**config.mk**
```make
export PLATFORM = sky130hd
export DESIGN_NAME = disk_stats_rate_extractor_core_flat
export DESIGN_NICKNAME = d
export VERILOG_FILES = /design/src/design/dsre_pkg.sv /design/src/design/dsre_in_if.sv /design/src/design/dsre_out_if.sv /design/src/design/dsre_cfg_if.sv /design/src/design/dsre_cfg_regs.sv /design/src/design/dsre_ctrl.sv /design/src/design/dsre_datapath.sv /design/src/design/disk_stats_rate_extractor_core.sv /design/src/flat_wrapper.sv
export VERILOG_INCLUDE_DIRS = /design/src /design/src/design
export SDC_FILE = /design/constraint.sdc
export NUM_CORES = 1
export LEC_CHECK = 0
export BUFFER_PORTS_ARGS = -buffer_cell sky130_fd_sc_hd__buf_4
export CAP_MARGIN = 20
export CORE_MARGIN = 4
export CORE_UTILIZATION = 39
export DETAILED_ROUTE_END_ITERATION = 16
export SKIP_LAST_GASP = 1
export SLEW_MARGIN = 20
export SYNTH_ARGS = -nofsm -noshare
export SYNTH_HDL_FRONTEND = slang
export SYNTH_SLANG_ARGS = --single-unit
```
**constraint.sdc**
```tcl
create_clock -name clk_i -period 4.85 [get_ports clk_i]
set_clock_uncertainty 0.1 [all_clocks]
set_input_delay 0.7275 -clock clk_i [delete_from_list [all_inputs] [get_ports clk_i]]
set_output_delay 0.7275 -clock clk_i [all_outputs]
set_load 0.01 [all_outputs]
```
**src/design/disk_stats_rate_extractor_core_assert.svh**
```systemverilog
// Assertion macros shared by the disk statistics rate extractor modules.
// Depends on nothing; included by the controller and the datapath.
`ifndef DISK_STATS_RATE_EXTRACTOR_CORE_ASSERT_SVH
`define DISK_STATS_RATE_EXTRACTOR_CORE_ASSERT_SVH

// Same-cycle implication, disabled while reset is asserted.
`define DSRE_ASSERT_IMP(label, clk, rst_n, ante, cons, msg) \
  label: assert property (@(posedge clk) disable iff (!rst_n) (ante) |-> (cons)) \
    else $error(msg);

// Next-cycle implication, disabled while reset is asserted.
`define DSRE_ASSERT_NXT(label, clk, rst_n, ante, cons, msg) \
  label: assert property (@(posedge clk) disable iff (!rst_n) (ante) |=> (cons)) \
    else $error(msg);

`endif

```
**src/design/dsre_pkg.sv**
```systemverilog
// Package of the disk statistics rate extractor: constants, types and helpers.
// Used by every module of the block and by the output and configuration interfaces; depends on nothing.
package dsre_pkg;

  // Sizes of the data path.
  localparam int SECTOR_BYTES   = 512;
  localparam int MAX_NAME_CHARS = 8;
  localparam int VALUE_W        = 32;
  localparam int BYTES_W        = VALUE_W + $clog2(SECTOR_BYTES);
  localparam int DVD_W          = 64;
  localparam int DIV_STEPS      = DVD_W;
  localparam int STEP_W         = $clog2(DIV_STEPS);
  localparam int POS_W          = 4;
  localparam int FIELD_W        = 3;
  localparam int CFG_IDX_W      = 2;
  localparam int CFG_DATA_W     = 64;

  // Field numbers and characters of interest.
  localparam logic [FIELD_W-1:0] FIELD_READ  = 3'd3;
  localparam logic [FIELD_W-1:0] FIELD_WRITE = 3'd7;
  localparam logic [7:0]         CHAR_SPACE  = 8'h20;
  localparam logic [7:0]         CHAR_ZERO   = 8'h30;
  localparam logic [7:0]         CHAR_NINE   = 8'h39;

  // Reset values of the configuration registers ("sda", 3 chars, 3 s).
  localparam logic [63:0] DEVICE_NAME_RST   = 64'h0000_0000_0061_6473;
  localparam logic [3:0]  NAME_LENGTH_RST   = 4'd3;
  localparam logic [7:0]  INTERVAL_RST      = 8'd3;

  // Configuration register indexes.
  typedef enum logic [CFG_IDX_W-1:0] {
    REG_DEVICE_NAME = 2'd0,
    REG_NAME_LENGTH = 2'd1,
    REG_INTERVAL    = 2'd2
  } cfg_reg_e;

  // Controller states.
  typedef enum logic [1:0] {
    ST_IDLE,
    ST_LOAD,
    ST_DIVIDE,
    ST_DELIVER
  } ctrl_state_e;

  typedef struct packed {
    logic [63:0] device_name;
    logic [3:0]  name_length;
    logic [7:0]  interval;
  } cfg_t;

  // Commands from the controller to the datapath.
  typedef struct packed {
    logic accept;
    logic load;
    logic step;
    logic emit;
  } ctrl_cmd_t;

  // Status from the datapath to the controller.
  typedef struct packed {
    logic emit_req;
    logic out_free;
  } ctrl_status_t;

  // State of one restoring divider.
  typedef struct packed {
    logic [7:0]       rem;
    logic [DVD_W-1:0] dvd;
  } div_state_t;

  // One step of a restoring divider: the dividend shifts out at the top and
  // the quotient bits shift in at the bottom.
  function automatic div_state_t div_step(div_state_t s, logic [7:0] divisor);
    logic [8:0] trial;
    div_state_t r;
    trial = {s.rem, s.dvd[DVD_W-1]};
    r.dvd = {s.dvd[DVD_W-2:0], 1'b0};
    if (trial >= {1'b0, divisor}) begin
      trial    = trial - {1'b0, divisor};
      r.dvd[0] = 1'b1;
    end
    r.rem = trial[7:0];
    return r;
  endfunction

  // Decimal accumulation with saturation at the top of 32 bits.
  function automatic logic [VALUE_W-1:0] add_digit(logic [VALUE_W-1:0] acc,
                                                   logic [3:0] digit);
    logic [VALUE_W+3:0] v;
    v = {acc, 3'b000} + {3'b000, acc, 1'b0} + (VALUE_W+4)'(digit);
    return (v[VALUE_W+3:VALUE_W] != '0) ? '1 : v[VALUE_W-1:0];
  endfunction

endpackage

```
**src/design/dsre_in_if.sv**
```systemverilog
// Input channel of the rate extractor: one text byte per word.
// Depends on nothing.
interface dsre_in_if;
  logic       valid;
  logic       ready;
  logic [7:0] text_byte;
  logic       snapshot_start;

  modport source (output valid, output text_byte, output snapshot_start, input ready);
  modport sink (input valid, input text_byte, input snapshot_start, output ready);
endinterface

```
**src/design/dsre_out_if.sv**
```systemverilog
// Output channel of the rate extractor: read and write byte rates per word.
// Depends on dsre_pkg.
interface dsre_out_if;
  logic                         valid;
  logic                         ready;
  logic [dsre_pkg::VALUE_W-1:0] read_rate;
  logic [dsre_pkg::VALUE_W-1:0] write_rate;

  modport source (output valid, output read_rate, output write_rate, input ready);
  modport sink (input valid, input read_rate, input write_rate, output ready);
endinterface

```
**src/design/dsre_cfg_if.sv**
```systemverilog
// Configuration write channel of the rate extractor: register index and data.
// Depends on dsre_pkg.
interface dsre_cfg_if;
  logic                            valid;
  logic                            ready;
  logic [dsre_pkg::CFG_IDX_W-1:0]  index;
  logic [dsre_pkg::CFG_DATA_W-1:0] data;

  modport source (output valid, output index, output data, input ready);
  modport sink (input valid, input index, input data, output ready);
endinterface

```
**src/design/dsre_cfg_regs.sv**
```systemverilog
// Configuration registers of the rate extractor.
// Depends on dsre_pkg and dsre_cfg_if.
module dsre_cfg_regs (
  input  logic             clk_i,
  input  logic             rst_ni,
  dsre_cfg_if.sink         cfg_i,
  output dsre_pkg::cfg_t   cfg_o
);

  dsre_pkg::cfg_t cfg_q;

  // Writes are always taken; an index beyond the list is dropped.
  assign cfg_i.ready = 1'b1;
  assign cfg_o       = cfg_q;

  always_ff @(posedge clk_i or negedge rst_ni) begin
    if (!rst_ni) begin
      cfg_q.device_name <= dsre_pkg::DEVICE_NAME_RST;
      cfg_q.name_length <= dsre_pkg::NAME_LENGTH_RST;
      cfg_q.interval    <= dsre_pkg::INTERVAL_RST;
    end else if (cfg_i.valid) begin
      unique case (cfg_i.index)
        dsre_pkg::REG_DEVICE_NAME: cfg_q.device_name <= cfg_i.data;
        dsre_pkg::REG_NAME_LENGTH: cfg_q.name_length <= cfg_i.data[3:0];
        dsre_pkg::REG_INTERVAL:    cfg_q.interval    <= cfg_i.data[7:0];
        default: ;
      endcase
    end
  end

endmodule

```
**src/design/dsre_ctrl.sv**
```systemverilog
// Controller of the rate extractor: byte intake, divider sequencing, delivery.
// Depends on dsre_pkg and the assertion macro header.
`include "disk_stats_rate_extractor_core_assert.svh"

module dsre_ctrl (
  input  logic                   clk_i,
  input  logic                   rst_ni,
  input  logic                   in_valid_i,
  output logic                   in_ready_o,
  input  dsre_pkg::ctrl_status_t status_i,
  output dsre_pkg::ctrl_cmd_t    cmd_o
);

  localparam logic [dsre_pkg::STEP_W-1:0] STEP_LAST =
    dsre_pkg::STEP_W'(dsre_pkg::DIV_STEPS - 1);

  dsre_pkg::ctrl_state_e         state_q, state_d;
  logic [dsre_pkg::STEP_W-1:0]   cnt_q, cnt_d;

  // State and step counter registers.
  always_ff @(posedge clk_i or negedge rst_ni) begin
    if (!rst_ni) begin
      state_q <= dsre_pkg::ST_IDLE;
      cnt_q   <= '0;
    end else begin
      state_q <= state_d;
      cnt_q   <= cnt_d;
    end
  end

  // Next state and commands.
  always_comb begin
    state_d    = state_q;
    cnt_d      = cnt_q;
    in_ready_o = 1'b0;
    cmd_o      = '0;
    unique case (state_q)
      dsre_pkg::ST_IDLE: begin
        in_ready_o = 1'b1;
        if (in_valid_i) begin
          cmd_o.accept = 1'b1;
          if (status_i.emit_req) begin
            state_d = dsre_pkg::ST_LOAD;
          end
        end
      end
      dsre_pkg::ST_LOAD: begin
        cmd_o.load = 1'b1;
        cnt_d      = '0;
        state_d    = dsre_pkg::ST_DIVIDE;
      end
      dsre_pkg::ST_DIVIDE: begin
        cmd_o.step = 1'b1;
        cnt_d      = cnt_q + 1'b1;
        if (cnt_q == STEP_LAST) begin
          state_d = dsre_pkg::ST_DELIVER;
        end
      end
      dsre_pkg::ST_DELIVER: begin
        if (status_i.out_free) begin
          cmd_o.emit = 1'b1;
          state_d    = dsre_pkg::ST_IDLE;
        end
      end
      default: state_d = dsre_pkg::ST_IDLE;
    endcase
  end

  `DSRE_ASSERT_NXT(a_load_starts_divide, clk_i, rst_ni, state_q == dsre_pkg::ST_LOAD,
    state_q == dsre_pkg::ST_DIVIDE && cnt_q == '0, "divider did not start at step zero")
  `DSRE_ASSERT_NXT(a_divide_runs_full, clk_i, rst_ni,
    state_q == dsre_pkg::ST_DIVIDE && cnt_q != STEP_LAST,
    state_q == dsre_pkg::ST_DIVIDE, "divider left before its last step")
  `DSRE_ASSERT_NXT(a_deliver_waits, clk_i, rst_ni,
    state_q == dsre_pkg::ST_DELIVER && !status_i.out_free,
    state_q == dsre_pkg::ST_DELIVER, "result dropped while output register busy")

endmodule

```
**src/design/dsre_datapath.sv**
```systemverilog
// Datapath of the rate extractor: name matcher, field parser, byte totals,
// two bit-serial dividers and the output register. Depends on dsre_pkg.
`include "disk_stats_rate_extractor_core_assert.svh"

module dsre_datapath (
  input  logic                            clk_i,
  input  logic                            rst_ni,
  input  dsre_pkg::cfg_t                  cfg_i,
  input  logic [7:0]                      text_byte_i,
  input  logic                            snapshot_start_i,
  input  dsre_pkg::ctrl_cmd_t             cmd_i,
  output dsre_pkg::ctrl_status_t          status_o,
  output logic                            out_valid_o,
  input  logic                            out_ready_i,
  output logic [dsre_pkg::VALUE_W-1:0]    read_rate_o,
  output logic [dsre_pkg::VALUE_W-1:0]    write_rate_o
);

  localparam int BW = dsre_pkg::BYTES_W;

  // Parser state.
  logic [dsre_pkg::POS_W-1:0]   pos_q, pos_d;
  logic [dsre_pkg::FIELD_W-1:0] fc_q, fc_d;
  logic [dsre_pkg::VALUE_W-1:0] rs_q, rs_d, ws_q, ws_d;
  logic                         fin_q, fin_d;
  // Totals of the previous snapshot.
  logic [BW-1:0]                prev_rd_q, prev_wr_q;
  logic                         have_prev_q;
  // Divider and result.
  logic [BW-1:0]                rb_q, wb_q;
  dsre_pkg::div_state_t         rd_div_q, wr_div_q;
  logic [7:0]                   divisor_q;
  logic                         out_valid_q;
  logic [dsre_pkg::VALUE_W-1:0] out_rd_q, out_wr_q;

  // Parser values seen by this byte: a snapshot start clears them first.
  logic [dsre_pkg::POS_W-1:0]   cur_pos;
  logic [dsre_pkg::FIELD_W-1:0] cur_fc;
  logic [dsre_pkg::VALUE_W-1:0] cur_rs, cur_ws;
  logic                         cur_fin;
  logic [dsre_pkg::POS_W-1:0]   eff_len;
  logic [7:0]                   want;
  logic                         in_name, is_space, is_digit, emit_req;
  logic [3:0]                   digit;

  assign cur_pos = snapshot_start_i ? '0 : pos_q;
  assign cur_fc  = snapshot_start_i ? '0 : fc_q;
  assign cur_rs  = snapshot_start_i ? '0 : rs_q;
  assign cur_ws  = snapshot_start_i ? '0 : ws_q;
  assign cur_fin = snapshot_start_i ? 1'b0 : fin_q;

  // Name length clamped to 1..MAX_NAME_CHARS.
  always_comb begin
    eff_len = cfg_i.name_length;
    if (eff_len == '0) begin
      eff_len = 4'd1;
    end else if (eff_len > dsre_pkg::POS_W'(dsre_pkg::MAX_NAME_CHARS)) begin
      eff_len = dsre_pkg::POS_W'(dsre_pkg::MAX_NAME_CHARS);
    end
  end

  assign want     = cfg_i.device_name[{cur_pos[2:0], 3'b000} +: 8];
  assign in_name  = cur_pos < eff_len;
  assign is_space = text_byte_i == dsre_pkg::CHAR_SPACE;
  assign is_digit = text_byte_i >= dsre_pkg::CHAR_ZERO && text_byte_i <= dsre_pkg::CHAR_NINE;
  assign digit    = 4'(text_byte_i - dsre_pkg::CHAR_ZERO);
  assign emit_req = !cur_fin && !in_name && is_space && cur_fc == dsre_pkg::FIELD_WRITE;

  assign status_o.emit_req = emit_req;
  assign status_o.out_free = !out_valid_q || out_ready_i;

  // Parser next state for one accepted byte.
  always_comb begin
    pos_d = cur_pos;
    fc_d  = cur_fc;
    rs_d  = cur_rs;
    ws_d  = cur_ws;
    fin_d = cur_fin;
    if (!cur_fin) begin
      if (in_name) begin
        pos_d = (text_byte_i == want) ? cur_pos + 1'b1 : '0;
      end else if (is_space) begin
        if (cur_fc == dsre_pkg::FIELD_WRITE) begin
          fin_d = 1'b1;
        end else begin
          fc_d = cur_fc + 1'b1;
        end
      end else if (is_digit) begin
        if (cur_fc == dsre_pkg::FIELD_READ) begin
          rs_d = dsre_pkg::add_digit(cur_rs, digit);
        end else if (cur_fc == dsre_pkg::FIELD_WRITE) begin
          ws_d = dsre_pkg::add_digit(cur_ws, digit);
        end
      end
    end
  end

  // Control and kept state.
  always_ff @(posedge clk_i or negedge rst_ni) begin
    if (!rst_ni) begin
      pos_q       <= '0;
      fc_q        <= '0;
      rs_q        <= '0;
      ws_q        <= '0;
      fin_q       <= 1'b0;
      prev_rd_q   <= '0;
      prev_wr_q   <= '0;
      have_prev_q <= 1'b0;
      out_valid_q <= 1'b0;
    end else begin
      if (cmd_i.accept) begin
        pos_q <= pos_d;
        fc_q  <= fc_d;
        rs_q  <= rs_d;
        ws_q  <= ws_d;
        fin_q <= fin_d;
      end
      if (cmd_i.load) begin
        prev_rd_q   <= rb_q;
        prev_wr_q   <= wb_q;
        have_prev_q <= 1'b1;
      end
      if (cmd_i.emit) begin
        out_valid_q <= 1'b1;
      end else if (out_ready_i) begin
        out_valid_q <= 1'b0;
      end
    end
  end

  // Sector to byte conversion, divider loading and iteration, result capture.
  always_ff @(posedge clk_i) begin
    if (cmd_i.accept && emit_req) begin
      rb_q <= BW'(BW'(cur_rs) * BW'(dsre_pkg::SECTOR_BYTES));
      wb_q <= BW'(BW'(cur_ws) * BW'(dsre_pkg::SECTOR_BYTES));
    end
    if (cmd_i.load) begin
      rd_div_q.rem <= '0;
      wr_div_q.rem <= '0;
      rd_div_q.dvd <= have_prev_q ? dsre_pkg::DVD_W'(rb_q) - dsre_pkg::DVD_W'(prev_rd_q) : '0;
      wr_div_q.dvd <= have_prev_q ? dsre_pkg::DVD_W'(wb_q) - dsre_pkg::DVD_W'(prev_wr_q) : '0;
      divisor_q    <= (cfg_i.interval == '0) ? 8'd1 : cfg_i.interval;
    end else if (cmd_i.step) begin
      rd_div_q <= dsre_pkg::div_step(rd_div_q, divisor_q);
      wr_div_q <= dsre_pkg::div_step(wr_div_q, divisor_q);
    end
    if (cmd_i.emit) begin
      out_rd_q <= rd_div_q.dvd[dsre_pkg::VALUE_W-1:0];
      out_wr_q <= wr_div_q.dvd[dsre_pkg::VALUE_W-1:0];
    end
  end

  assign out_valid_o  = out_valid_q;
  assign read_rate_o  = out_rd_q;
  assign write_rate_o = out_wr_q;

  `DSRE_ASSERT_IMP(a_pos_in_range, clk_i, rst_ni, 1'b1,
    pos_q <= dsre_pkg::POS_W'(dsre_pkg::MAX_NAME_CHARS), "name position beyond name")
  `DSRE_ASSERT_NXT(a_emit_finishes, clk_i, rst_ni, cmd_i.accept && emit_req,
    fin_q, "snapshot not marked finished after field seven")
  `DSRE_ASSERT_NXT(a_load_keeps_totals, clk_i, rst_ni, cmd_i.load,
    have_prev_q && prev_rd_q == $past(rb_q) && prev_wr_q == $past(wb_q),
    "previous totals not kept on divider load")

endmodule

```
**src/design/disk_stats_rate_extractor_core.sv**
```systemverilog
// Disk statistics rate extractor. Scans snapshot text one byte per word and
// emits read and write byte rates per second for one configured device. A
// byte is taken every cycle, except the space that ends field 7 of the
// matched line: the block captures the byte totals as it takes that space,
// then loads two 64-bit restoring dividers, runs them bit-serially and
// hands the rates to the output register; input pauses through the load,
// divide and deliver states, including any wait for the output register to
// be emptied. Bytes after that space are absorbed at full rate until the next
// snapshot start. Depends on dsre_pkg, the channel interfaces and the
// submodules.
module disk_stats_rate_extractor_core (
  input  logic      clk_i,
  input  logic      rst_ni,
  dsre_cfg_if.sink  cfg_i,
  dsre_in_if.sink   in_i,
  dsre_out_if.source out_o
);

  dsre_pkg::cfg_t          cfg;
  dsre_pkg::ctrl_cmd_t     cmd;
  dsre_pkg::ctrl_status_t  status;

  // Configuration registers.
  dsre_cfg_regs u_cfg_regs (
    .clk_i  (clk_i),
    .rst_ni (rst_ni),
    .cfg_i  (cfg_i),
    .cfg_o  (cfg)
  );

  // Sequencer.
  dsre_ctrl u_ctrl (
    .clk_i      (clk_i),
    .rst_ni     (rst_ni),
    .in_valid_i (in_i.valid),
    .in_ready_o (in_i.ready),
    .status_i   (status),
    .cmd_o      (cmd)
  );

  // Parser, dividers and output register.
  dsre_datapath u_datapath (
    .clk_i            (clk_i),
    .rst_ni           (rst_ni),
    .cfg_i            (cfg),
    .text_byte_i      (in_i.text_byte),
    .snapshot_start_i (in_i.snapshot_start),
    .cmd_i            (cmd),
    .status_o         (status),
    .out_valid_o      (out_o.valid),
    .out_ready_i      (out_o.ready),
    .read_rate_o      (out_o.read_rate),
    .write_rate_o     (out_o.write_rate)
  );

endmodule

```
**src/flat_wrapper.sv**
```systemverilog
// flat-port wrapper written by rule: the top's interface ports become plain ports
module disk_stats_rate_extractor_core_flat 
  (clk_i, rst_ni, cfg_i_valid, cfg_i_index, cfg_i_data, cfg_i_ready, in_i_valid, in_i_text_byte, in_i_snapshot_start, in_i_ready, out_o_valid, out_o_read_rate, out_o_write_rate, out_o_ready);
  dsre_cfg_if cfg_i_i ();
  dsre_in_if in_i_i ();
  dsre_out_if out_o_i ();
  input  logic clk_i;
  input  logic rst_ni;
  input wire logic [$bits(cfg_i_i.valid)-1:0] cfg_i_valid;
  input wire logic [$bits(cfg_i_i.index)-1:0] cfg_i_index;
  input wire logic [$bits(cfg_i_i.data)-1:0] cfg_i_data;
  output wire logic [$bits(cfg_i_i.ready)-1:0] cfg_i_ready;
  input wire logic [$bits(in_i_i.valid)-1:0] in_i_valid;
  input wire logic [$bits(in_i_i.text_byte)-1:0] in_i_text_byte;
  input wire logic [$bits(in_i_i.snapshot_start)-1:0] in_i_snapshot_start;
  output wire logic [$bits(in_i_i.ready)-1:0] in_i_ready;
  output wire logic [$bits(out_o_i.valid)-1:0] out_o_valid;
  output wire logic [$bits(out_o_i.read_rate)-1:0] out_o_read_rate;
  output wire logic [$bits(out_o_i.write_rate)-1:0] out_o_write_rate;
  input wire logic [$bits(out_o_i.ready)-1:0] out_o_ready;
  assign cfg_i_i.valid = cfg_i_valid;
  assign cfg_i_i.index = cfg_i_index;
  assign cfg_i_i.data = cfg_i_data;
  assign cfg_i_ready = cfg_i_i.ready;
  assign in_i_i.valid = in_i_valid;
  assign in_i_i.text_byte = in_i_text_byte;
  assign in_i_i.snapshot_start = in_i_snapshot_start;
  assign in_i_ready = in_i_i.ready;
  assign out_o_valid = out_o_i.valid;
  assign out_o_read_rate = out_o_i.read_rate;
  assign out_o_write_rate = out_o_i.write_rate;
  assign out_o_i.ready = out_o_ready;
  disk_stats_rate_extractor_core u_core (.clk_i(clk_i), .rst_ni(rst_ni), .cfg_i(cfg_i_i), .in_i(in_i_i), .out_o(out_o_i));
endmodule
```
==> impl_metrics.json <==
{
  "first_pass_iters": 6,
  "p_int_mw": 8.56,
  "post_cts_buffers": 0,
  "cap_violations": 0,
  "reg2reg_to": "u_core.u_datapath.wr_div_q[31]",
  "syn2layout_area_growth_pct": 15.8,
  "fin_crit_ns": 4.18,
  "ys.flop_type": "edfxtp_1",
  "dp_hpwl_mm": 47.2,
  "synthDominantCellAreaShare_pct": 28.5,
  "slew_headroom_pct": 41.1,
  "via_per_inst": 5.25,
  "synth-edff-count": 264,
  "cts_root_buf": "clkbuf_16",
  "crit_required_ns": 5.10,
  "setup.worst_path.end_class": "register",
  "final_hold_viol_count": 0,
  "cp-start-kind": "register",
  "largest_register_ffs": 76,
  "p_sw_mw": 2.62,
  "cp-startpoint": "u_core.u_datapath.wb_q[9]",
  "synth_area_leaders": "edfxtp_1, dfrtp_1, ha_1, o21ai_0, mux2_2",
  "synthArstFlopShare_pct": 44.2,
  "drt_iter0_markers": 1188,
  "clkPwrFrac_pct": 40.0,
  "grt_overflow": 0,
  "grt_pass1_wl_mm": 106,
  "path_class": "register to register",
  "diodes": 0,
  "tns_ns": 0,
  "setup_viol": 0,
  "cts_buffers": 56,
  "worstPathMaxFanout": 3,
  "synth_commonest_cells": "edfxtp_1, o21ai_0, ha_1, dfrtp_1, nand2_1",
  "synth.largest_area_cell": "edfxtp_1",
  "pwr-share-comb_pct": 10.8,
  "die_h_um": 275,
  "cts.clk_slew.worst_paths_ns": 0.06,
  "grt_pass1_vias": 20025,
  "arrival_ns": 4.43,
  "antenna_found_initial": 1,
  "p_leak_nw": 14.2,
  "final_util_pct": 45.7,
  "grt.total_usage_pct": 17.1,
  "nets": 3034,
  "final_area_um2": 32200,
  "ioPinCount": 147,
  "htree_num_levels": 2,
  "syn_area_per_cell_um2": 10.8,
  "power.density_nw_per_um2": 347,
  "synth-seq-area-share_pct": 49.7,
  "hold_path_class": "input port to async pin",
  "peakVddDrop_v": 0.000304,
  "reg2reg_depth": 14,
  "cts_resized": 0,
  "yosys_register_bits": 502,
  "yosys.cell_count.top_type": "edfxtp_1",
  "synthCells": 2571,
  "vias": 19538,
  "rrSetupSlack_ns": 0.67,
  "cts_tree": "done",
  "drive_gt1_share_pct": 16.1,
  "drcViolationCount": 0,
  "ys_warn_count": 0,
  "gp_congestion": 0.893,
  "cts.hold.buffers_added": 0,
  "tightest_slew_ns": 0.883,
  "ys_types": 85,
  "wl_per_cell_um": 17.4,
  "max_freq_ghz": 0.239,
  "rsz0062_at_grt": "no",
  "grt_start_max_net_pins": 223,
  "fill_cells": 6572,
  "start_util_pct": 39.5,
  "dieArea_um2": 75600,
  "netlist_area_um2": 27800,
  "rr_startpoint": "u_core.u_datapath.wb_q[9]",
  "clock-sinks": 502,
  "num_rows": 97,
  "cts.path.max_buffers": 3,
  "port-buffer-count": 145,
  "ant_nets": 0,
  "clkLatencyLatePin_ns": 0.62,
  "core_um2": 70400,
  "status": "complete, no violations",
  "power_switching_share_pct": 23.4,
  "pwr-share-seq_pct": 49.2,
  "fin_crit_sh_pct": 86.2,
  "placed_cell_area_um2": 30200,
  "final_max_slew_viol_count": 0,
  "synth_nets": 2874,
  "drt-total-wl_mm": 64.9,
  "die_x_um": 275
}
## metrics by stage
step / hold slack, ns / instances / worst slack [ns] / power [mW]
floorplan: 0.318 / 2571 / 0.0243 / 6.38
global placement: 0.321 / 3613 / 0.258 / 6.72
detailed placement: 0.327 / 3613 / 0.145 / 6.79
CTS: 0.0799 / 3718 / 0.646 / 11.3
global route: 0.117 / 3718 / 0.406 / 11.7
finish: 0.0814 / 3718 / 0.671 / 11.2
## placed cells by master (no fill, tap or decap), drive strengths merged, types with 14 or more instances in the layout
cell	netlist	final
a211oi	28	28
a21o	77	77
a21oi	121	121
a22o	48	48
a31oi	22	22
buf	18	208
clkbuf	88	73
clkinv	0	20
dfrtp	207	207
dfstp	15	15
dfxtp	16	16
edfxtp	264	264
ha	216	216
inv	181	182
mux2	82	82
mux2i	22	22
mux4	14	14
nand2	207	207
nand2b	24	24
nand3	50	50
nand4	21	21
nor2	134	134
nor2b	103	103
nor3	19	19
o21a	23	23
o21ai	259	259
or3	14	14
xnor2	69	69
xor2	49	49
## kinds of logic (layout without fill, tap and decap cells)
family	Yosys count	in the layout	share of synthesized area, %
muxes	118	118	5.25
buffers and inverters	287	494	4.03
other	1	1	0.0135
DFF	502	502	49.7
AOI/OAI and AO/OA	697	697	16.3
xor gates and xnor gates	118	118	3.72
adders and majority gates	223	223	10.2
and+or+nand+nor	625	625	10.8
## worst max-delay path, stage by stage (launching register included)
cell and delay, ns:
edfxtp_1 0.45, inv_1 0.08, ha_1 0.15, inv_1 0.05, fa_1 0.40, a21o_1 0.18, a21o_1 0.21, a2111oi_0 0.48
nor2_1 0.22, a21oi_2 0.30, nor2b_1 0.10, o31a_1 0.28, o41ai_1 0.40, nor4b_1 0.12, or3_1 0.39
## routing by layer
metal  global-route usage [%]  routed length (um)
met5                        0                   9
met4                     4.02                1300
met3                     2.77                2550
met2                     28.6               30500
met1                     23.5               30600
## final cells by class
type,instances,area [um^2],share of cell area [%]
timing repair buffer,208,1630,5.07
multi-input combinational,1782,12900,40.1
clock buffer,73,1540,4.77
inverter,181,679,2.11
tap,940,1180,3.65
clock inverter,32,433,1.34
sequential,502,13800,42.9
## power groups by stage
stage / sequential (mW) / clock [mW] / combinational, mW
CTS: 5.50 / 4.61 / 1.22
global placement: 5.55 / 0 / 1.17
floorplan: 5.44 / 0 / 0.942
finish: 5.50 / 4.47 / 1.21
global route: 5.55 / 4.79 / 1.36
detailed placement: 5.58 / 0 / 1.22
## worst max-delay path by stage
| stage | end | slack (ns) | cells after the start |
|---|---|---|---|
| floorplan | u_core.u_datapath.rs_q[21] | 0.02 | 18 |
| global placement | u_core.u_datapath.rs_q[26] | 0.26 | 16 |
| detailed placement | u_core.u_datapath.ws_q[19] | 0.14 | 15 |
| CTS | u_core.u_datapath.rs_q[26] | 0.65 | 14 |
| global route | u_core.u_datapath.rs_q[10] | 0.41 | 15 |
| finish | u_core.u_datapath.wr_div_q[31] | 0.67 | 14 |
Note: power is estimated with default switching activity, not from simulation.
